==> src/rtl/tma_pkg.sv <==
// Shared types and constants for the tolerance match allocator.
package tma_pkg;

    localparam int VALUE_W = 30;
    localparam int TOTAL_W = 11;
    localparam logic [TOTAL_W-1:0] MATCH_LIMIT = 11'd1024;

    typedef logic [VALUE_W-1:0] value_t;
    typedef logic [VALUE_W:0]   bound_t;
    typedef logic [VALUE_W:0]   leaf_t;

    typedef enum logic [1:0] {
        ST_IDLE,
        ST_COMPARE,
        ST_REDUCE,
        ST_APPLY
    } state_t;

    typedef enum logic {
        OP_LOAD  = 1'b0,
        OP_OFFER = 1'b1
    } op_t;

    typedef struct packed {
        logic compare;
        logic offer;
        logic insert;
        logic remove;
    } cell_cmd_t;

endpackage

==> src/rtl/tma_cell.sv <==
// One cell of the sorted request chain: holds one entry, compares it and shifts it.
module tma_cell #(
    parameter int IDX   = 0,
    parameter int CNT_W = 11
) (
    input  logic                clk,
    input  logic                rst_n,
    input  tma_pkg::cell_cmd_t  cmd,
    input  tma_pkg::value_t     key,
    input  tma_pkg::bound_t     high,
    input  logic [CNT_W-1:0]    count,
    input  tma_pkg::value_t     left_value,
    input  logic                left_flag,
    input  tma_pkg::value_t     right_value,
    output tma_pkg::value_t     value,
    output logic                flag,
    output tma_pkg::leaf_t      leaf
);

    tma_pkg::value_t value_reg;
    tma_pkg::value_t value_next;
    logic            flag_reg;
    logic            flag_next;
    logic            in_use;
    logic            hit;

    always_comb
    begin
        in_use = count > CNT_W'(IDX);

        flag_next = flag_reg;
        if (cmd.compare)
        begin
            if (cmd.offer)
            begin
                flag_next = !in_use || (value_reg >= key);
            end
            else
            begin
                flag_next = !in_use || (value_reg > key);
            end
        end

        value_next = value_reg;
        if (cmd.insert && flag_reg)
        begin
            value_next = left_flag ? left_value : key;
        end
        else if (cmd.remove && flag_reg)
        begin
            value_next = right_value;
        end

        hit  = flag_reg && !left_flag && in_use && ({1'b0, value_reg} <= high);
        leaf = {hit, hit ? value_reg : tma_pkg::value_t'(0)};
    end

    always_ff @(posedge clk or negedge rst_n)
    begin
        if (!rst_n)
        begin
            flag_reg <= 1'b0;
        end
        else
        begin
            flag_reg <= flag_next;
        end
    end

    always_ff @(posedge clk)
    begin
        value_reg <= value_next;
    end

    assign value = value_reg;
    assign flag  = flag_reg;

endmodule

==> config.mk <==
export PLATFORM = sky130hd
export DESIGN_NAME = tma_cell
export DESIGN_NICKNAME = d
export VERILOG_FILES = /design/src/rtl/tma_pkg.sv /design/src/rtl/tma_cell.sv
export SDC_FILE = /design/constraint.sdc
export NUM_CORES = 1
export LEC_CHECK = 0
export BUFFER_PORTS_ARGS = -buffer_cell sky130_fd_sc_hd__buf_2
export CAP_MARGIN = 20
export CORE_ASPECT_RATIO = 1.2
export CORE_MARGIN = 2
export CORE_UTILIZATION = 48
export DETAILED_ROUTE_END_ITERATION = 16
export HOLD_SLACK_MARGIN = 0.02
export PLACE_DENSITY = 0.87
export SLEW_MARGIN = 20
export SYNTH_ARGS = -nofsm -noshare
export SYNTH_HDL_FRONTEND = slang
export SYNTH_SLANG_ARGS = --single-unit
==> constraint.sdc <==
create_clock -name clk -period 4.04 [get_ports clk]
set_input_delay 0.202 -clock clk [delete_from_list [all_inputs] [get_ports clk]]
set_output_delay 0.202 -clock clk [all_outputs]
set_load 0.01 [all_outputs]
==> flow_metrics.tcl, run 1 <==
set metrics [dict create \
    tns_ns 0 \
    clk_latency_ns 0.28 \
    num_vias 3581 \
    synth_area_leader_cell "edfxtp_1" \
    core_area_um2 6810 \
    peakVddDrop_uv 180 \
    maxSlewHeadroom_pct 30.7 \
    hp-start "cmd[3]" \
    start_kind "flop" \
    rsz0062_at_grt "no" \
    cp_cell_sequence "ha_1 > nand4_1 > nor4_2 > and3_1 > mux2i_1 > o22ai_2 > buf_4 > and2_1 > buf_2" \
    largest_reg_flops 30 \
    ys_ff_latch 31 \
    outcome "finished, final reports clean" \
    synth_area_per_cell_um2 8.49 \
    crit-reg2reg-launch "value[11]" \
    clkSinkCount 31 \
    finalSetupViolCount 0 \
    clkPwrFrac_pct 18.8 \
    max_stage_delay_ns 0.44 \
    h-tree-depth 2 \
    grt_max_degree 61 \
    fmaxAchievable_mhz 314 \
    switching_share_pct 38.3 \
    postCtsResizedCells 0 \
    grt-ovfl-total 0 \
    grtUsageTotal_pct 25.4 \
    holdPathEnd "flag" \
    cp_slowest_cell "edfxtp_1" \
    ys_seq_area_share_pct 27.6 \
    drtPass1Iterations 4 \
    cts_setup_buffers 0 \
    rr_endpoint "flag" \
    hold_depth 3 \
    worst_slack_ns 0.852 \
    cp-end-kind "primary output" \
    finalMaxSlewViolations 0 \
    top_level_ports 201 \
    grt_pass1_vias 3420 \
    grt_pass1_wl_um 15200 \
    yosysWarningCount 0 \
    area_growth_pct 34.1 \
    syn_area_um2 3360 \
    ys.flop_type "edfxtp_1" \
    min_period_ns 3.19 \
    numCtsBuffers 5 \
    die_x_um 80.4 \
    fin_skew_ns 0.00789 \
    drive_above_1_share_pct 35.8 \
    crit_family "simple AND/OR/NAND/NOR gates" \
    post-route-util_pct 66.1 \
    crit_buf_inv 2 \
    antennaDiodeCount 0 \
    start_util_pct 49.3 \
    drc_errors 0 \
    finalHoldViolCount 0 \
    rows 33 \
    final_cells 679 \
    hold_buffers 1 \
    required_ns 3.84 \
    placed_area_um2 4400 \
    worstRegToRegCells 7 \
    critPathArrivalTime_ns 2.99 \
    switchingPower_w 0.000523 \
    dp_hpwl_um 8400 \
    drt-initial-drc-count 130 \
    synthCells 396 \
    fin_nets 790 \
    cts_max_path_buffers 2 \
    syn_nets 595 \
    ant_nets 0 \
    root_buffer "clkbuf_8" \
    antenna_found_initial 0 \
    routedWlPerCell_um 14.9 \
    p_seq_share_pct 34.9 \
    ys_types 35 \
    cts_tree "yes" \
    intPower_w 0.000844 \
    p_leak_nw 2.52 \
    dpl.cell_count 670 \
    synth_edf_count 30 \
    tightest_slew_ns 1.04 \
    yosys-top-cells-area "edfxtp_1 27%, ha_1 22%, mux2i_1 9.2%, a21oi_1 7.4%, inv_1 6.9%" \
    async_flop_share_pct 3.23 \
    routed_wl_um 10100 \
    path_max_fanout 20 \
    portBuffers 200 \
    dieHeight_um 95.7 \
    avgViaCountPerCell 5.27 \
    maxCapViolCount 0 \
    fin_crit_sh_pct 78.9 \
    final_area_um2 4510 \
    path_class "reg2out" \
    fill_cells 576 \
    place_congestion 0.809 \
    r2r_slack_ns 1.79 \
    min_path_type "in2reg" \
    p_per_area_nw_per_um2 304 \
    die_area_um2 7690 \
    clkSlewWorstSetupHoldPaths_ns 0.07 \
    pwr-share-comb_pct 46.2 \
    dp_slack_ns 1.10 \
    yosysTopAreaCellShare_pct 26.8 \
]
-- power by group through the flow --
stage          Sequential [W]  Combinational [W]  Clock (W)
5_1_grt              0.000486           0.000708   0.000276
3_5_place_dp         0.000485           0.000631          0
6_report             0.000478           0.000632   0.000257
2_1_floorplan        0.000493           0.000367          0
4_1_cts              0.000479           0.000636   0.000262
3_3_place_gp         0.000481           0.000608          0
-- area by class of cell --
class / instances / area [µm²] / area share (%)
Tap cell: 87 / 109 / 2.42
Inverter: 62 / 233 / 5.17
Timing Repair Buffer: 203 / 1030 / 22.8
Sequential cell: 31 / 926 / 20.5
Clock buffer: 7 / 86.3 / 1.92
Clock inverter: 1 / 5.00 / 0.111
Multi-Input combinational cell: 288 / 2120 / 47.1
-- placed cells by master, fill, tap and decap left out, types with 2 or more instances in the layout --
cell type / netlist / routed
buf_2: 0 / 200
inv_1: 62 / 62
ha_1: 60 / 60
a21oi_1: 50 / 50
nor2_1: 43 / 43
mux2i_1: 31 / 31
and2_1: 31 / 30
edfxtp_1: 30 / 30
nand4_1: 12 / 12
nand2_1: 11 / 11
o21ai_0: 9 / 9
a211oi_1: 6 / 6
clkbuf_8: 0 / 6
nand3_1: 5 / 5
nor3_1: 4 / 4
and3_1: 3 / 3
nor4_1: 3 / 3
a31oi_1: 2 / 2
nand3b_1: 2 / 2
a21o_1: 2 / 2
nor4b_1: 2 / 2
buf_4: 1 / 2
-- worst reg2reg max path: cells and delay by family (launching register included) --
family          cells  cell delay [ns]
compound gates      3             0.78
fa+ha+maj           1             0.36
flops               1             0.47
simple gates        3             0.52
-- synth_stat cells, types with 4 or more instances --
cell type  instances
mux2i_1           31
inv_1             62
edfxtp_1          30
nand4_1           12
ha_1              60
nand2_1           11
clkbuf_1          11
nor3_1             4
nand3_1            5
a21oi_1           50
o21ai_0            9
a211oi_1           6
nor2_1            43
and2_1            31
-- cells by family after synthesis --
| logic type | share of synthesized area [%] |
|---|---|
| and+or+nand+nor | 18.7 |
| buffers and inverters | 9.38 |
| AOI/OAI and AO/OA | 12.8 |
| adders and majority gates | 22.3 |
| muxes | 9.23 |
| DFF | 27.6 |
-- how the worst max path moves through the flow --
| stage | endpoint | slack, ns | cells past startpoint | from |
|---|---|---|---|---|
| after floorplan | leaf[20] | 1.79 | 8 | value[18] |
| after global placement | leaf[15] | 1.24 | 9 | value[18] |
| after detailed placement | leaf[7] | 1.10 | 9 | value[20] |
| after CTS | leaf[7] | 0.79 | 9 | value[17] |
| after global routing | leaf[7] | 0.62 | 9 | value[20] |
| final | leaf[7] | 0.85 | 9 | value[18] |
-- per-stage QoR --
step	hold WS, ns	power (W)
2_1_floorplan	-0.0936	0.000859
3_3_place_gp	-0.0202	0.00109
3_5_place_dp	-0.0207	0.00112
4_1_cts	0.210	0.00138
5_1_grt	0.233	0.00147
6_report	0.222	0.00137
-- metal layers --
metal  GRT usage, %  routed length [µm]  vias up
met5              0                   0        -
li1               -                   -     1780
met3           3.22                 597       14
met4           7.20                 138        0
met1           27.5                3870     1643
met2           50.4                5500      144
No activity file was read; power rests on OpenSTA's default activity.
==> run 2: changes to the inputs <==
- CORE_UTILIZATION: 48 -> 40
- PLACE_DENSITY: 0.87 -> 0.78
- clock period: 4.04 -> 2.6 ns (I/O delays scaled with it)
==> run 2 against run 1 <==
Routed wire length is 15% higher. Combinational power is 120% higher. Clock-buffer cell count is 1 higher. Die area is 19% higher. Clock skew is 0.0018 ns lower. First-iteration DRC count is 45% lower. The run now ends with setup timing left. Worst setup slack worse by 0.90 ns. Cell area is 13% higher. Hold slack worse by 0.082 ns. Critical endpoint is now leaf[18]. Global-route usage is 1.0 points lower. Utilization is 3.9 points lower. Largest cell class unchanged. Final cell count is 8.0% higher.
==> flow_metrics.tcl, run 2 (synthesis gave the netlist of run 1 again) <==
set metrics [dict create \
    antennaDiodeCount 0 \
    multi_input_area_um2 2220 \
    tightest_slew_ns 0.556 \
    numCtsBuffers 5 \
    h-tree-depth 2 \
    worstRegToRegCells 8 \
    grtUsageTotal_pct 24.3 \
    place_congestion 0.829 \
    die_area_um2 9150 \
    dieHeight_um 104 \
    routed_wl_um 11700 \
    p_per_area_nw_per_um2 488 \
    finalHoldViolCount 0 \
    cts_max_path_buffers 2 \
    drt-initial-drc-count 71 \
    die_x_um 87.7 \
    routedWlPerCell_um 15.9 \
    root_buffer "clkbuf_8" \
    clk_latency_ns 0.29 \
    critPathArrivalTime_ns 2.52 \
    fmaxAchievable_mhz 377 \
    rows 36 \
    maxCapViolCount 0 \
    cts_tree "yes" \
    grt_pass1_vias 3758 \
    avgViaCountPerCell 5.08 \
    area_growth_pct 51.0 \
    worst_slack_ns -0.0526 \
    start_util_pct 41.2 \
    final_cell_mix "172 x buf_2, 62 x inv_1, 59 x ha_1" \
    dp_hpwl_um 8780 \
    dpl.cell_count 703 \
    start_kind "flop" \
    ant_nets 0 \
    fill_cells 705 \
    largest_reg_flops 30 \
    drive_above_1_share_pct 43.3 \
    drc_errors 0 \
    cp-end-kind "primary output" \
    fin_crit_sh_pct 102 \
    min_period_ns 2.65 \
    fin_nets 817 \
    dp_slack_ns 0.103 \
    fin_skew_ns 0.00609 \
    final_common_cell "buf_2" \
    violations "setup timing" \
    clkSinkCount 31 \
    path_class "reg2out" \
    finalMaxSlewViolations 0 \
    num_vias 3720 \
    min_path_type "in2reg" \
    peakVddDrop_uv 244 \
    regArea_um2 926 \
    grt_max_degree 39 \
    core_area_um2 8150 \
    p_leak_nw 2.75 \
    finalSetupViolCount 30 \
    maxSlewHeadroom_pct 63.0 \
    required_ns 2.47 \
    rsz0062_at_grt "yes" \
    grt-ovfl-total 0 \
    outcome "finished with violations" \
    hold_depth 3 \
    path_max_fanout 5 \
    drtPass1Iterations 4 \
    antenna_found_initial 0 \
    portBuffers 200 \
    top_level_ports 201 \
    grt_pass1_wl_um 17300 \
    clkSlewWorstSetupHoldPaths_ns 0.07 \
    final_cells 733 \
]
[run 2: changes by cell type in the layout (fill, tap and decap cells not counted), moves of 2 or more]
| cell | previous run | this run |
|---|---|---|
| buf_6 | 0 | 34 |
| buf_2 | 200 | 172 |
| clkbuf_1 | 1 | 3 |
| and2_1 | 30 | 1 |
| and2_4 | 0 | 29 |
| buf_4 | 2 | 19 |
| buf_8 | 0 | 2 |
[run 2: area by class of cell]
class	count	area share, %
Inverter	62	4.59
Timing Repair Buffer	230	29.0
Sequential cell	31	18.2
Tap cell	114	2.81
Clock buffer	8	1.58
Multi-Input combinational cell	288	43.8
[run 2: stage by stage]
stage               hold WS (ns)  util, %  cell area [µm²]  setup TNS (ns)  power, W
global route               0.158     62.2             5070           -5.60   0.00264
CTS                        0.130     59.8             4880          -0.560   0.00234
floorplan                 -0.166        -             3360               0   0.00134
global placement         -0.0932     55.1             4500               0   0.00173
detailed placement       -0.0948     55.1             4500               0   0.00177
finish                     0.141     62.2             5070          -0.740   0.00247
[run 2: worst max-delay path, cell delays in order, from the launching register on]
cell and delay (ns):
edfxtp_1 0.43, ha_4 0.29, nand4_1 0.17, nor4_4 0.33
and3_1 0.19, mux2i_1 0.08, o22ai_2 0.20, buf_6 0.15
clkbuf_16 0.15, and2_4 0.14, buf_6 0.10
[run 2: layer usage]
layer	wire length (µm)	global-route usage, %
met1	4380	25.9
met4	407	9.23
met2	6270	46.5
met5	0	0
met3	596	3.25
[run 2: path summary, 6_finish.rpt]
kind / to / slack, ns / from
max: leaf[18] / -0.05 / value[22]
min: flag / 0.14 / cmd[2]
max reg2reg: flag / 0.32 / value[11]
min reg2reg: flag / 0.68 / flag
max in group asynchronous: flag / 2.35 / rst_n
min in group asynchronous: flag / 0.17 / rst_n
[run 2: where the power goes]
group          internal, W  total (W)  switching [W]
sequential        0.000657   0.000732      0.0000755
clock             0.000190   0.000382       0.000192
combinational     0.000704    0.00136       0.000655
[run 2: timing repair]
action,4_1_cts,5_1_grt
pin swaps,18,5
endpoints found under the hold margin,1,0
gates resized for setup,37,36
hold buffers,1,0
gates cloned,3,1
buffers inserted,16,1
setup endpoints to repair,30,31
==> run 3: changes to the inputs <==
- BUFFER_PORTS_ARGS: -buffer_cell sky130_fd_sc_hd__buf_2 -> default
- CORE_UTILIZATION: 40 -> 52
- CTS_BUF_LIST: default -> sky130_fd_sc_hd__clkbuf_16
- DONT_BUFFER_PORTS: default -> 1
- PLACE_DENSITY: 0.78 -> 0.7
==> run 3 against run 2 <==
The run still ends with setup timing left. Power decreased by 16%. Flip-flop and latch count unchanged. Fmax increased by 0.61%. Final cell count decreased by 34%. Critical endpoint is now leaf[21]. Highest routed layer is now met5.
==> flow_metrics.tcl, run 3 (synthesis gave the netlist of run 1 again) <==
set metrics [dict create \
    routed_wl_um 8790 \
    min_path_type "in2reg" \
    path_max_fanout 27 \
    clkSinkCount 31 \
    peakVddDrop_uv 419 \
    fin_skew_ns 0.00217 \
    routedWlPerCell_um 18.2 \
    final_common_cell "inv_1" \
    drive_above_1_share_pct 5.54 \
    fin_nets 595 \
    fin_crit_sh_pct 101 \
    grtUsageTotal_pct 23.4 \
    top_level_ports 201 \
    violations "setup timing" \
    rsz0062_at_grt "yes" \
    drtPass1Iterations 4 \
    place_congestion 0.784 \
    die_x_um 77.4 \
    p_per_area_nw_per_um2 569 \
    grt_pass1_wl_um 13000 \
    grt-ovfl-total 0 \
    drt-initial-drc-count 86 \
    ant_nets 0 \
    fill_cells 576 \
    max_stage_delay_ns 0.49 \
    dp_hpwl_um 7060 \
    worstRegToRegCells 7 \
    cp-end-kind "primary output" \
    outcome "finished with violations" \
    largest_reg_flops 30 \
    finalHoldViolCount 0 \
    clk_latency_ns 0.27 \
    start_util_pct 53.1 \
    avgViaCountPerCell 5.91 \
    finalMaxSlewViolations 0 \
    critPathArrivalTime_ns 2.51 \
    antennaDiodeCount 0 \
    num_vias 2847 \
    cts_tree "yes" \
    min_period_ns 2.64 \
    tns_ns -0.692 \
    antenna_found_initial 1 \
    power_w 0.00207 \
    portBuffers 0 \
    core_area_um2 6330 \
    hold_depth 2 \
    maxSlewHeadroom_pct 61.2 \
    grt_max_degree 34 \
    required_ns 2.47 \
    die_area_um2 7120 \
    grt_pass1_vias 2724 \
    cp_slowest_cell "edfxtp_1" \
    finalSetupViolCount 26 \
    maxCapViolCount 0 \
    cts_max_path_buffers 2 \
    clkSlewWorstSetupHoldPaths_ns 0.05 \
    p_leak_nw 1.77 \
    h-tree-depth 2 \
    rows 32 \
    worst_slack_ns -0.0365 \
    r2r_slack_ns 0.35 \
    area_growth_pct 8.56 \
    path_class "reg2out" \
    dieHeight_um 92.1 \
    drc_errors 0 \
    final_cell_mix "63 x inv_1, 59 x ha_1, 50 x a21oi_1" \
    start_kind "flop" \
    cp_cell_sequence "ha_1 > a211oi_2 > o32ai_1 > a31oi_1 > mux2i_1 > o22ai_2 > buf_12 > and2_1" \
    tightest_slew_ns 0.582 \
    root_buffer "clkbuf_16" \
    fmaxAchievable_mhz 379 \
    numCtsBuffers 5 \
]
[run 3: final timing paths]
path	startpoint	to
max	value[28]	leaf[21]
min	cmd[3]	flag
max reg2reg	value[11]	flag
min reg2reg	flag	flag
max in group asynchronous	rst_n	flag
min in group asynchronous	rst_n	flag
[run 3: repair_timing]
action | in CTS | in global routing
hold buffers | 1 | 0
hold endpoints to repair | 1 | 0
setup buffers | 1 | 1
endpoints found under the setup margin | 31 | 31
resized for setup | 4 | 5
pin swaps | 2 | 0
[run 3: routing by layer]
metal	up-vias	part of all wire (%)	track usage, %
met4	2	0.97	5.36
met3	10	7.3	5.41
met5	-	0.14	0
met1	1313	41	28.4
met2	131	51	41.7
li1	1391	-	-
[run 3: final cells by class]
type / instances / area, µm² / share of cell area, %
Multi-Input combinational cell: 288 / 2160 / 59.2
Sequential cell: 31 / 926 / 25.4
Inverter: 62 / 233 / 6.38
Clock buffer: 5 / 125 / 3.43
Tap cell: 85 / 106 / 2.91
Timing Repair Buffer: 8 / 87.6 / 2.40
Clock inverter: 3 / 11.3 / 0.309
[run 3: where the power goes]
group	switching, W	internal, W
logic	0.000412	0.000313
clock network	0.000211	0.000344
registers	0.000134	0.000660
total	0.000757	0.00132
[run 3: worst max-delay path, delay by kind of cell, from the launching register on]
kind / cells / cell delay (ns)
compound gates: 4 / 0.84
fa+ha+maj: 1 / 0.37
buf+inv: 1 / 0.20
flops: 1 / 0.49
mux: 1 / 0.13
simple gates: 1 / 0.19
[run 3: per-stage QoR]
stage	setup WS [ns]	util [%]	hold WS [ns]	cells	instance area [µm²]
floorplan	0.425	-	-0.166	396	3360
global placement	0.218	54.5	-0.166	471	3450
detailed placement	0.152	54.5	-0.166	471	3450
CTS	-0.0542	57.2	0.0205	481	3620
global route	-0.123	57.7	0.0508	482	3650
finish	-0.0365	57.7	0.0268	482	3650
